===== src/rtl/core/utc_to_local_time_with_eu_dst_unit_macros.svh =====
// Assertion macros for the UTC to local time unit.
`ifndef UTC_TO_LOCAL_TIME_WITH_EU_DST_UNIT_MACROS_SVH
`define UTC_TO_LOCAL_TIME_WITH_EU_DST_UNIT_MACROS_SVH

// cond must hold at every clock edge outside reset
`define UTLD_ASSERT_ALWAYS(label, cond, msg) \
   label: assert property (@(posedge clock) disable iff (reset) (cond)) \
      else $error(msg);

// cons must hold in the same cycle as ante
`define UTLD_ASSERT_IMPLIES(label, ante, cons, msg) \
   label: assert property (@(posedge clock) disable iff (reset) (ante) |-> (cons)) \
      else $error(msg);

`endif


===== src/rtl/core/utld_pkg.sv =====
// Types, constants and calendar helpers for the UTC to local time unit.
package utld_pkg;

   localparam int CSR_ADDR_WIDTH = 3;
   localparam int CSR_DATA_WIDTH = 32;
   localparam int CSR_INDEX_BIT  = 2;

   typedef enum logic {
      CSR_ZONE_OFFSET = 1'b0,
      CSR_DST_ENABLE  = 1'b1
   } csr_index_type;

   localparam logic [10:0] ZONE_OFFSET_RESET = 11'd0;
   localparam logic        DST_ENABLE_RESET  = 1'b1;

   localparam logic [3:0]  DST_START_MONTH   = 4'd3;
   localparam logic [3:0]  DST_END_MONTH     = 4'd10;
   localparam logic [4:0]  DST_SWITCH_HOUR   = 5'd1;
   localparam logic [12:0] DST_SHIFT_MINUTES = 13'd60;
   localparam logic [12:0] MINUTES_PER_DAY   = 13'd1440;

   typedef struct packed {
      logic [11:0] utc_year;
      logic [3:0]  utc_month;
      logic [4:0]  utc_day;
      logic [4:0]  utc_hour;
      logic [5:0]  utc_minute;
      logic [5:0]  utc_second;
   } req_payload_type;

   typedef struct packed {
      logic [11:0] local_year;
      logic [3:0]  local_month;
      logic [4:0]  local_day;
      logic [4:0]  local_hour;
      logic [5:0]  local_minute;
      logic [5:0]  local_second;
      logic        in_dst;
   } rsp_payload_type;

   // month 1..12; February follows the leap flag
   function automatic logic [4:0] days_in_month(input logic [3:0] month, input logic leap);
      logic [4:0] len;
      case (month)
         4'd2:                      len = leap ? 5'd29 : 5'd28;
         4'd4, 4'd6, 4'd9, 4'd11:   len = 5'd30;
         default:                   len = 5'd31;
      endcase
      return len;
   endfunction

   // weekday key of a month, for the weekday of day 31
   function automatic logic [2:0] month_key(input logic [3:0] month);
      logic [2:0] key;
      case (month)
         4'd1:    key = 3'd0;
         4'd2:    key = 3'd3;
         4'd3:    key = 3'd2;
         4'd4:    key = 3'd5;
         4'd5:    key = 3'd0;
         4'd6:    key = 3'd3;
         4'd7:    key = 3'd5;
         4'd8:    key = 3'd1;
         4'd9:    key = 3'd4;
         4'd10:   key = 3'd6;
         4'd11:   key = 3'd2;
         4'd12:   key = 3'd4;
         default: key = 3'd0;
      endcase
      return key;
   endfunction

   // (r + k) mod 7 for r, k in 0..6
   function automatic logic [2:0] add_mod7(input logic [2:0] r, input logic [2:0] k);
      logic [3:0] s;
      s = {1'b0, r} + {1'b0, k};
      return (s >= 4'd7) ? 3'(s - 4'd7) : s[2:0];
   endfunction

endpackage


===== src/rtl/core/utld_channels_if.sv =====
// Valid/ready channel interfaces for the request and response sides.
interface utld_req_if;
   logic                      valid;
   logic                      ready;
   utld_pkg::req_payload_type payload;

   modport source (output valid, output payload, input ready);
   modport sink   (input valid, input payload, output ready);
endinterface

interface utld_rsp_if;
   logic                      valid;
   logic                      ready;
   utld_pkg::rsp_payload_type payload;

   modport source (output valid, output payload, input ready);
   modport sink   (input valid, input payload, output ready);
endinterface


===== src/rtl/core/utc_to_local_time_with_eu_dst_unit.sv =====
// UTC to local time unit: converts a UTC calendar time (year, month, day, hour,
// minute, second) into official local time by adding the zone offset and, with
// the European rule enabled, one more hour from the last Sunday of March 01:00
// UTC up to (not including) the last Sunday of October 01:00 UTC. Day, month
// and year carries follow the Gregorian calendar. Out-of-range input fields are
// clamped (month 1..12, day 1..month length, hour 23, minute and second 59).
// Throughput is one beat per clock while the response side accepts; the pipe
// has seven register stages (year/100, leap and weekday base, weekday multiply,
// DST window compare, minute sum, day carry, minute split). Each stage has its
// own valid bit and enable, so bubbles collapse and a stalled response only
// backs up the pipe once every stage is full. Registers on the APB-style port:
// 0x0 zone_offset_minutes (11-bit signed, reset 0), 0x4 dst_enable (reset 1).
// Write them only while the pipe is empty.
`include "utc_to_local_time_with_eu_dst_unit_macros.svh"

module utc_to_local_time_with_eu_dst_unit (
   input  logic                                 clock,
   input  logic                                 reset,
   utld_req_if.sink                             req_chan,
   utld_rsp_if.source                           rsp_chan,
   input  logic                                 psel,
   input  logic                                 penable,
   input  logic                                 pwrite,
   input  logic [utld_pkg::CSR_ADDR_WIDTH-1:0]  paddr,
   input  logic [utld_pkg::CSR_DATA_WIDTH-1:0]  pwdata,
   output logic [utld_pkg::CSR_DATA_WIDTH-1:0]  prdata,
   output logic                                 pready
);

   localparam int NUM_STAGES = 7;

   typedef struct packed {
      logic [11:0] year;
      logic [3:0]  month;
      logic [4:0]  day;
   } date_type;

   typedef struct packed {
      date_type    date;
      logic [4:0]  hour;
      logic [5:0]  minute;
      logic [5:0]  second;
   } time_fields_type;

   typedef struct packed {
      time_fields_type tf;
      logic [5:0]      q100;     // year / 100
   } st1_type;

   typedef struct packed {
      time_fields_type tf;
      logic            leap;
      logic [12:0]     base;     // weekday sum of day 31 before the month key
   } st2_type;

   typedef struct packed {
      time_fields_type tf;
      logic            leap;
      logic [12:0]     base;
      logic [9:0]      q7;       // base / 7
   } st3_type;

   typedef struct packed {
      time_fields_type tf;
      logic            leap;
      logic            dst;
   } st4_type;

   typedef struct packed {
      date_type    date;
      logic [5:0]  second;
      logic        leap;
      logic        dst;
      logic [12:0] total;        // two's complement minute of day, before carry
   } st5_type;

   typedef struct packed {
      date_type    date;
      logic [5:0]  second;
      logic        dst;
      logic [10:0] tadj;         // minute of day 0..1439
      logic [4:0]  q60;          // tadj / 60
   } st6_type;

   // ---------------------------------------------------------------------
   // Configuration registers
   // ---------------------------------------------------------------------
   logic [10:0] zone_offset_ff;
   logic        dst_enable_ff;
   utld_pkg::csr_index_type csr_index;

   assign pready    = 1'b1;
   assign csr_index = utld_pkg::csr_index_type'(paddr[utld_pkg::CSR_INDEX_BIT]);

   always_ff @(posedge clock) begin
      if (reset) begin
         zone_offset_ff <= utld_pkg::ZONE_OFFSET_RESET;
         dst_enable_ff  <= utld_pkg::DST_ENABLE_RESET;
      end else if (psel && penable && pwrite && pready) begin
         unique case (csr_index)
            utld_pkg::CSR_ZONE_OFFSET: zone_offset_ff <= pwdata[10:0];
            utld_pkg::CSR_DST_ENABLE:  dst_enable_ff  <= pwdata[0];
         endcase
      end
   end

   always_comb begin
      unique case (csr_index)
         utld_pkg::CSR_ZONE_OFFSET:
            prdata = {{(utld_pkg::CSR_DATA_WIDTH-11){zone_offset_ff[10]}}, zone_offset_ff};
         utld_pkg::CSR_DST_ENABLE:
            prdata = {{(utld_pkg::CSR_DATA_WIDTH-1){1'b0}}, dst_enable_ff};
      endcase
   end

   // ---------------------------------------------------------------------
   // Pipeline control: a stage loads when it is empty or the next one loads
   // ---------------------------------------------------------------------
   logic [NUM_STAGES-1:0] valid_ff;
   logic [NUM_STAGES-1:0] valid_in;
   logic [NUM_STAGES-1:0] stage_en;

   always_comb begin
      stage_en[NUM_STAGES-1] = !valid_ff[NUM_STAGES-1] || rsp_chan.ready;
      for (int k = NUM_STAGES - 2; k >= 0; k--) begin
         stage_en[k] = !valid_ff[k] || stage_en[k+1];
      end
      valid_in = {valid_ff[NUM_STAGES-2:0], req_chan.valid};
   end

   assign req_chan.ready = stage_en[0];
   assign rsp_chan.valid = valid_ff[NUM_STAGES-1];

   always_ff @(posedge clock) begin
      if (reset) begin
         valid_ff <= '0;
      end else begin
         for (int k = 0; k < NUM_STAGES; k++) begin
            if (stage_en[k]) begin
               valid_ff[k] <= valid_in[k];
            end
         end
      end
   end

   // ---------------------------------------------------------------------
   // Stage 1: clamp fields, year / 100 by reciprocal (5243 / 2^19)
   // ---------------------------------------------------------------------
   st1_type     s1_in, s1_ff;
   logic [24:0] p100;

   always_comb begin
      s1_in.tf.date.year = req_chan.payload.utc_year;
      if (req_chan.payload.utc_month == 4'd0) begin
         s1_in.tf.date.month = 4'd1;
      end else if (req_chan.payload.utc_month > 4'd12) begin
         s1_in.tf.date.month = 4'd12;
      end else begin
         s1_in.tf.date.month = req_chan.payload.utc_month;
      end
      s1_in.tf.date.day = req_chan.payload.utc_day;   // clamped once leap is known
      s1_in.tf.hour   = (req_chan.payload.utc_hour > 5'd23) ? 5'd23
                                                            : req_chan.payload.utc_hour;
      s1_in.tf.minute = (req_chan.payload.utc_minute > 6'd59) ? 6'd59
                                                              : req_chan.payload.utc_minute;
      s1_in.tf.second = (req_chan.payload.utc_second > 6'd59) ? 6'd59
                                                              : req_chan.payload.utc_second;
      p100       = 25'(req_chan.payload.utc_year) * 25'd5243;
      s1_in.q100 = p100[24:19];
   end

   always_ff @(posedge clock) begin
      if (stage_en[0]) begin
         s1_ff <= s1_in;
      end
   end

   // ---------------------------------------------------------------------
   // Stage 2: leap year, day clamp, weekday base sum
   //   base = y + y/4 - y/100 + y/400 + 31
   // ---------------------------------------------------------------------
   st2_type    s2_in, s2_ff;
   logic [6:0] rem100;
   logic [4:0] dim1;

   always_comb begin
      rem100     = 7'(13'(s1_ff.tf.date.year) - 13'(s1_ff.q100) * 13'd100);
      s2_in.tf   = s1_ff.tf;
      s2_in.leap = ((s1_ff.tf.date.year[1:0] == 2'd0) && (rem100 != 7'd0)) ||
                   ((rem100 == 7'd0) && (s1_ff.q100[1:0] == 2'd0));
      dim1       = utld_pkg::days_in_month(s1_ff.tf.date.month, s2_in.leap);
      if (s1_ff.tf.date.day == 5'd0) begin
         s2_in.tf.date.day = 5'd1;
      end else if (s1_ff.tf.date.day > dim1) begin
         s2_in.tf.date.day = dim1;
      end
      s2_in.base = 13'(s1_ff.tf.date.year) + 13'(s1_ff.tf.date.year[11:2])
                 - 13'(s1_ff.q100) + 13'(s1_ff.q100[5:2]) + 13'd31;
   end

   always_ff @(posedge clock) begin
      if (stage_en[1]) begin
         s2_ff <= s2_in;
      end
   end

   // ---------------------------------------------------------------------
   // Stage 3: base / 7 by reciprocal (37450 / 2^18, exact below 8192)
   // ---------------------------------------------------------------------
   st3_type     s3_in, s3_ff;
   logic [27:0] p7;

   always_comb begin
      s3_in.tf   = s2_ff.tf;
      s3_in.leap = s2_ff.leap;
      s3_in.base = s2_ff.base;
      p7         = 28'(s2_ff.base) * 28'd37450;
      s3_in.q7   = p7[27:18];
   end

   always_ff @(posedge clock) begin
      if (stage_en[2]) begin
         s3_ff <= s3_in;
      end
   end

   // ---------------------------------------------------------------------
   // Stage 4: last Sundays of March and October, DST window compare
   // ---------------------------------------------------------------------
   st4_type     s4_in, s4_ff;
   logic [2:0]  r7;
   logic [2:0]  wd_start, wd_end;
   logic [4:0]  sun_start, sun_end;
   logic [25:0] now_key, start_key, stop_key;

   always_comb begin
      r7        = 3'(s3_ff.base - 13'(s3_ff.q7) * 13'd7);
      wd_start  = utld_pkg::add_mod7(r7, utld_pkg::month_key(utld_pkg::DST_START_MONTH));
      wd_end    = utld_pkg::add_mod7(r7, utld_pkg::month_key(utld_pkg::DST_END_MONTH));
      sun_start = 5'd31 - 5'(wd_start);
      sun_end   = 5'd31 - 5'(wd_end);
      now_key   = {s3_ff.tf.date.month, s3_ff.tf.date.day, s3_ff.tf.hour,
                   s3_ff.tf.minute, s3_ff.tf.second};
      start_key = {utld_pkg::DST_START_MONTH, sun_start, utld_pkg::DST_SWITCH_HOUR,
                   6'd0, 6'd0};
      stop_key  = {utld_pkg::DST_END_MONTH, sun_end, utld_pkg::DST_SWITCH_HOUR,
                   6'd0, 6'd0};
      s4_in.tf   = s3_ff.tf;
      s4_in.leap = s3_ff.leap;
      s4_in.dst  = dst_enable_ff && (now_key >= start_key) && (now_key < stop_key);
   end

   always_ff @(posedge clock) begin
      if (stage_en[3]) begin
         s4_ff <= s4_in;
      end
   end

   // ---------------------------------------------------------------------
   // Stage 5: minute of day plus offset plus DST hour (range -1024..2522)
   // ---------------------------------------------------------------------
   st5_type     s5_in, s5_ff;
   logic [10:0] hm;

   always_comb begin
      hm           = 11'(s4_ff.tf.hour) * 11'd60 + 11'(s4_ff.tf.minute);
      s5_in.date   = s4_ff.tf.date;
      s5_in.second = s4_ff.tf.second;
      s5_in.leap   = s4_ff.leap;
      s5_in.dst    = s4_ff.dst;
      s5_in.total  = 13'(hm) + {{2{zone_offset_ff[10]}}, zone_offset_ff}
                   + (s4_ff.dst ? utld_pkg::DST_SHIFT_MINUTES : 13'd0);
   end

   always_ff @(posedge clock) begin
      if (stage_en[4]) begin
         s5_ff <= s5_in;
      end
   end

   // ---------------------------------------------------------------------
   // Stage 6: day carry or borrow, hour by reciprocal (1093 / 2^16)
   // ---------------------------------------------------------------------
   st6_type     s6_in, s6_ff;
   logic        borrow, carry;
   logic [12:0] tfix;
   logic [4:0]  dim_cur, dim_prev;
   logic [20:0] p60;

   always_comb begin
      borrow   = s5_ff.total[12];
      carry    = !borrow && (s5_ff.total >= utld_pkg::MINUTES_PER_DAY);
      dim_cur  = utld_pkg::days_in_month(s5_ff.date.month, s5_ff.leap);
      dim_prev = utld_pkg::days_in_month(s5_ff.date.month - 4'd1, s5_ff.leap);
      s6_in.date   = s5_ff.date;
      s6_in.second = s5_ff.second;
      s6_in.dst    = s5_ff.dst;
      tfix         = s5_ff.total;
      if (borrow) begin
         tfix = s5_ff.total + utld_pkg::MINUTES_PER_DAY;
         if (s5_ff.date.day > 5'd1) begin
            s6_in.date.day = s5_ff.date.day - 5'd1;
         end else if (s5_ff.date.month > 4'd1) begin
            s6_in.date.month = s5_ff.date.month - 4'd1;
            s6_in.date.day   = dim_prev;
         end else begin
            s6_in.date.month = 4'd12;
            s6_in.date.day   = 5'd31;
            s6_in.date.year  = s5_ff.date.year - 12'd1;
         end
      end else if (carry) begin
         tfix = s5_ff.total - utld_pkg::MINUTES_PER_DAY;
         if (s5_ff.date.day < dim_cur) begin
            s6_in.date.day = s5_ff.date.day + 5'd1;
         end else begin
            s6_in.date.day = 5'd1;
            if (s5_ff.date.month < 4'd12) begin
               s6_in.date.month = s5_ff.date.month + 4'd1;
            end else begin
               s6_in.date.month = 4'd1;
               s6_in.date.year  = s5_ff.date.year + 12'd1;
            end
         end
      end
      s6_in.tadj = tfix[10:0];
      p60        = 21'(tfix[10:0]) * 21'd1093;
      s6_in.q60  = p60[20:16];
   end

   always_ff @(posedge clock) begin
      if (stage_en[5]) begin
         s6_ff <= s6_in;
      end
   end

   // ---------------------------------------------------------------------
   // Stage 7: minute remainder, output register
   // ---------------------------------------------------------------------
   utld_pkg::rsp_payload_type s7_in, s7_ff;

   always_comb begin
      s7_in.local_year   = s6_ff.date.year;
      s7_in.local_month  = s6_ff.date.month;
      s7_in.local_day    = s6_ff.date.day;
      s7_in.local_hour   = s6_ff.q60;
      s7_in.local_minute = 6'(s6_ff.tadj - 11'(s6_ff.q60) * 11'd60);
      s7_in.local_second = s6_ff.second;
      s7_in.in_dst       = s6_ff.dst;
   end

   always_ff @(posedge clock) begin
      if (stage_en[6]) begin
         s7_ff <= s7_in;
      end
   end

   assign rsp_chan.payload = s7_ff;

   // ---------------------------------------------------------------------
   // Assertions
   // ---------------------------------------------------------------------
   `UTLD_ASSERT_IMPLIES(a_dst_needs_enable, rsp_chan.valid && rsp_chan.payload.in_dst, dst_enable_ff, "DST beat while rule disabled")
   `UTLD_ASSERT_IMPLIES(a_time_in_range, rsp_chan.valid, (rsp_chan.payload.local_hour < 5'd24) && (rsp_chan.payload.local_minute < 6'd60), "local time out of range")
   `UTLD_ASSERT_IMPLIES(a_stall_only_when_full, !req_chan.ready, &valid_ff, "request stalled with a bubble in the pipe")

endmodule

===== src/flat_wrapper.sv =====
// flat-port wrapper written by rule: the top's interface ports become plain ports
module utc_to_local_time_with_eu_dst_unit_flat 
  (clock, reset, psel, penable, pwrite, paddr, pwdata, prdata, pready, req_chan_valid, req_chan_payload, req_chan_ready, rsp_chan_valid, rsp_chan_payload, rsp_chan_ready);
  utld_req_if req_chan_i ();
  utld_rsp_if rsp_chan_i ();
  input  logic clock;
  input  logic reset;
  input  logic psel;
  input  logic penable;
  input  logic pwrite;
  input  logic [utld_pkg::CSR_ADDR_WIDTH-1:0] paddr;
  input  logic [utld_pkg::CSR_DATA_WIDTH-1:0] pwdata;
  output logic [utld_pkg::CSR_DATA_WIDTH-1:0] prdata;
  output logic pready;
  input wire logic [$bits(req_chan_i.valid)-1:0] req_chan_valid;
  input wire logic [$bits(req_chan_i.payload)-1:0] req_chan_payload;
  output wire logic [$bits(req_chan_i.ready)-1:0] req_chan_ready;
  output wire logic [$bits(rsp_chan_i.valid)-1:0] rsp_chan_valid;
  output wire logic [$bits(rsp_chan_i.payload)-1:0] rsp_chan_payload;
  input wire logic [$bits(rsp_chan_i.ready)-1:0] rsp_chan_ready;
  assign req_chan_i.valid = req_chan_valid;
  assign req_chan_i.payload = req_chan_payload;
  assign req_chan_ready = req_chan_i.ready;
  assign rsp_chan_valid = rsp_chan_i.valid;
  assign rsp_chan_payload = rsp_chan_i.payload;
  assign rsp_chan_i.ready = rsp_chan_ready;
  utc_to_local_time_with_eu_dst_unit u_core (.clock(clock), .reset(reset), .req_chan(req_chan_i), .rsp_chan(rsp_chan_i), .psel(psel), .penable(penable), .pwrite(pwrite), .paddr(paddr), .pwdata(pwdata), .prdata(prdata), .pready(pready));
endmodule

===== config.mk =====
export PLATFORM = sky130hd
export DESIGN_NAME = utc_to_local_time_with_eu_dst_unit_flat
export DESIGN_NICKNAME = d
export VERILOG_FILES = /design/src/rtl/core/utld_pkg.sv /design/src/rtl/core/utld_channels_if.sv /design/src/rtl/core/utc_to_local_time_with_eu_dst_unit.sv /design/src/flat_wrapper.sv
export VERILOG_INCLUDE_DIRS = /design/src /design/src/rtl/core
export SDC_FILE = /design/constraint.sdc
export NUM_CORES = 1
export LEC_CHECK = 0
export ABC_AREA = 1
export BUFFER_PORTS_ARGS = -buffer_cell sky130_fd_sc_hd__buf_2
export CAP_MARGIN = 20
export CELL_PAD_IN_SITES_DETAIL_PLACEMENT = 0
export CELL_PAD_IN_SITES_GLOBAL_PLACEMENT = 1
export CORE_ASPECT_RATIO = 0.5
export CORE_MARGIN = 3
export CORE_UTILIZATION = 53
export DETAILED_ROUTE_END_ITERATION = 6
export GPL_TIMING_DRIVEN = 0
export PLACE_DENSITY_LB_ADDON = 0.1
export RECOVER_POWER = 100
export SETUP_SLACK_MARGIN = 0.15
export SLEW_MARGIN = 5
export SYNTH_ARGS = -nofsm -noshare
export SYNTH_HDL_FRONTEND = slang
export SYNTH_SLANG_ARGS = --single-unit
export TNS_END_PERCENT = 1

===== constraint.sdc =====
create_clock -name clock -period 7.85 [get_ports clock]
set_input_delay 0.3925 -clock clock [delete_from_list [all_inputs] [get_ports clock]]
set_output_delay 0.3925 -clock clock [all_outputs]
set_load 0.005 [all_outputs]

==> results.md <==
Global routing:
- The sum of overflow across all layers after global routing is 0.
- Entering global routing, the biggest net connects 42 pins.
- The global-route wire length before repair is 64500 µm.
- The global-route usage over all layers is 0.188.
- The initial antenna violation count is 0.
- The number of global-route vias before repair is 13100.

Timing:
- Hold timing on the final database bottoms out at a slack of 0.0809 ns.
- The clock skew after layout is 0.00876 ns.
- The final critical-path required period is 5.60 ns.
- After routing, the total negative slack on setup checks comes to 0 ns.
- The hold violation total from the final report is 0.
- The post-route fraction of the period consumed by the critical path is 0.713.
- The number of setup violations in the final report is 0.
- The highest clock frequency the design can meet is 179 MHz.
- At the pin with the least slew margin, the transition time is around 2.1 ns.
- The worst pin sits at a relative slew slack of -0.427.
- The max-slew violation total from the final report came to between 150 and 200.
- Setup repair after global routing left no endpoint under its margin.
- The setup slack after layout is 2.25 ns.

CTS:
- The total CTS buffers is 30.
- TritonCTS built the clock tree.
- In this run the post-CTS setup repair buffer count came out at 0.
- For this design, the sink count on the clock tree is 320.
- Post-CTS repair changed the size of 0 cells.
- The clock transition at the register clock pins on the worst setup and hold paths after CTS is around 0.070 ns.
- The root buffer cell is clkbuf_16.
- The number of levels the H-tree was split into is 1.
- The clock tree buffer depth is 3.
- The clock reaches the later pin of the worst-skew pair after approximately 0.56 ns.
- The hold buffer count at CTS is 3.

Logic synthesis:
- In the post-synthesis netlist, the biggest area contributors are edfxtp_1 (43%), ha_1 (17%), fa_1 (9.8%).
- The fraction of synthesized cell area taken by the top area cell type is 0.431.
- During synthesis, Yosys emitted a total of 0 warnings.
- The largest total area in the synthesized netlist belongs to edfxtp_1.
- The number of storage elements in the synthesis netlist is 320.
- Counting every net in the synthesized netlist gives 2417.
- The count of flip-flops with a built-in enable after synthesis is around 300.
- The commonest cells after synthesis are inv_1 (392), edfxtp_1 (301), ha_1 (280).
- The synthesized netlist occupies a cell area of 21000 µm².
- Synthesis produced about 2000 cells.
- The share of the Yosys chip area taken by registers is 0.449.
- The average instance area after synthesis is 10.7 µm².
- The netlist uses 57 different library cells.
- The leading cell type by number of instances after synthesis is inv_1.
- In the synthesized netlist the dominant register cell turns out to be edfxtp_1.
- The share of synthesized registers carrying an async set or reset is 0.

Cells and area:
- The area added between synthesis and finish is 10.4%.
- The share of post-route cells with drive strength above 1 is 0.0788.
- For this run, the share of the core covered by cells in the final layout is 0.606.
- The final layout net count is 2586.
- The number of antenna repair diodes is 0.

Critical path:
- The required time reported for the critical path endpoint is 8.17 ns.
- The worst setup path is launched from a register.
- STA puts the critical path data arrival time at 5.91 ns.
- The worst setup path is captured at a register.
- The maximum fanout along the worst path is 9.
- The critical path is of the register to register type.

Placed design:
- At the end of routability-driven placement, the weighted congestion stood at 0.850.
- The setup slack after placement is 2.80 ns.
- The placed wire-length estimate is 31200 µm.
- The number of buffers inserted by port buffering is 129.

Routing:
- The number of design-rule violations left by the first detailed-router iteration is 574.
- The routed layout has ~13000 vias.
- In the routed design, unresolved DRC markers number 0.
- The overall routed net length is 38600 µm.
- The number of antenna-violating nets in the routed design is 0.
- The first detailed-routing pass ran for 5 iterations.
- The mean routed wirelength per cell is 14.5 µm.
- After detailed routing, the number of vias per cell comes to about 4.9.

Floorplanning:
- During I/O placement, the number of pins put on the boundary was roughly 150.
- The die is approximately 150 µm tall.
- The floorplan die area is 42100 µm².
- From left edge to right edge, the die measures ~290 µm.
- Row generation in the floorplan step produced 50 rows.
- The initial core utilization is 0.549.
- In this run the standard cell core region covers 38200 µm².

Worst hold path:
- The tightest min-delay check is of the input port to register type.

Run status:
- The final reports fail on capacitance limit, slew limit.
- The run finished, with violations left.

Run:
- The tool flagged a number of max-cap violations equal to 5.
==> layout by cell type, fill, tap and decap left out, types with 15 or more instances in the layout <==
master | Yosys | final
nor2_1 | 100 | 103
fa_1 | 103 | 103
o21ai_0 | 55 | 58
nand3_1 | 71 | 72
dfxtp_1 | 19 | 19
xnor2_1 | 25 | 25
edfxtp_1 | 301 | 301
clkbuf_4 | 0 | 15
nand2_1 | 258 | 265
nor3_1 | 20 | 20
nand4_1 | 23 | 23
buf_2 | 4 | 76
clkbuf_1 | 17 | 79
inv_1 | 392 | 393
clkbuf_16 | 0 | 30
xor2_1 | 42 | 42
ha_1 | 280 | 280
a21oi_1 | 96 | 96
==> kinds of logic after synthesis <==
family | Yosys count | share of synthesized area
other cells | 1 | 0.000179
xor+xnor | 69 | 0.0295
flops | 320 | 0.449
compound gates | 224 | 0.0620
simple gates | 513 | 0.109
buf+inv | 443 | 0.0842
mux | 1 | 0.000477
fa+ha+maj | 383 | 0.265
==> registers in the layout, indices dropped and copies added, names as in the netlist, 11 cells and up <==
signal and count:
u_core.s4_ff 40, u_core.s2_ff 52, u_core.now_key 26, u_core.s3_ff 19, u_core.rsp_chan.payload 39, u_core.s6_ff 39
u_core.zone_offset_ff 11, u_core.s1_ff 44, u_core.s5_ff 41
==> layout make-up <==
cell class	instances	area [µm²]
timing repair buffer	137	641
inverter	398	1500
tap	520	651
fill	3276	15000
clock buffer	33	762
buffer	45	258
multi-input combinational	1191	9700
sequential	320	9420
clock inverter	22	213
==> per-layer routing <==
metal  track usage  part of all wire
met5             0                 0
met4        0.0363             0.020
met3        0.0237             0.034
met2         0.311              0.45
met1         0.270              0.50
==> metrics by stage <==
step	cell area, µm²	std cells
after CTS	23400	2666
after global routing	23100	2666
after detailed placement	22400	2608
final	23100	2666
after floorplan	21000	1954
after global placement	22300	2603
==> worst paths after layout <==
kind                            cells past startpoint                  to  slack (ns)            startpoint
worst max-delay path                               27     u_core.s6_ff[4]        2.25       u_core.s5_ff[6]
worst max register to register                     27     u_core.s6_ff[4]        2.25       u_core.s5_ff[6]
worst min register to register                      0  u_core.now_key[10]        0.41      u_core.s2_ff[24]
worst min-delay path                                3    u_core.s1_ff[20]        0.08  req_chan_payload[14]
==> critical path, cell delays in order, from the launching register on <==
cell	delay (ns)
edfxtp_1	0.45
inv_1	0.12
ha_1	0.18
nand3b_1	0.16
nor2_1	0.09
nor2_4	0.07
nand2_1	0.21
nand2_1	0.31
clkinvlp_2	0.50
nand2_1	0.16
o21ai_0	0.11
xor2_1	0.46
ha_1	0.34
ha_1	0.30
ha_1	0.30
ha_1	0.30
ha_1	0.32
nand2_1	0.09
inv_1	0.07
nand3_1	0.13
nor3_1	0.16
nand2_1	0.08
nand2_1	0.11
nand2_1	0.06
nand2_1	0.10
inv_1	0.05
nand3_1	0.07
nand2_1	0.05
Power is not shown: default switching activity piles up to over one toggle a cycle in this logic, so the estimate is an artifact.
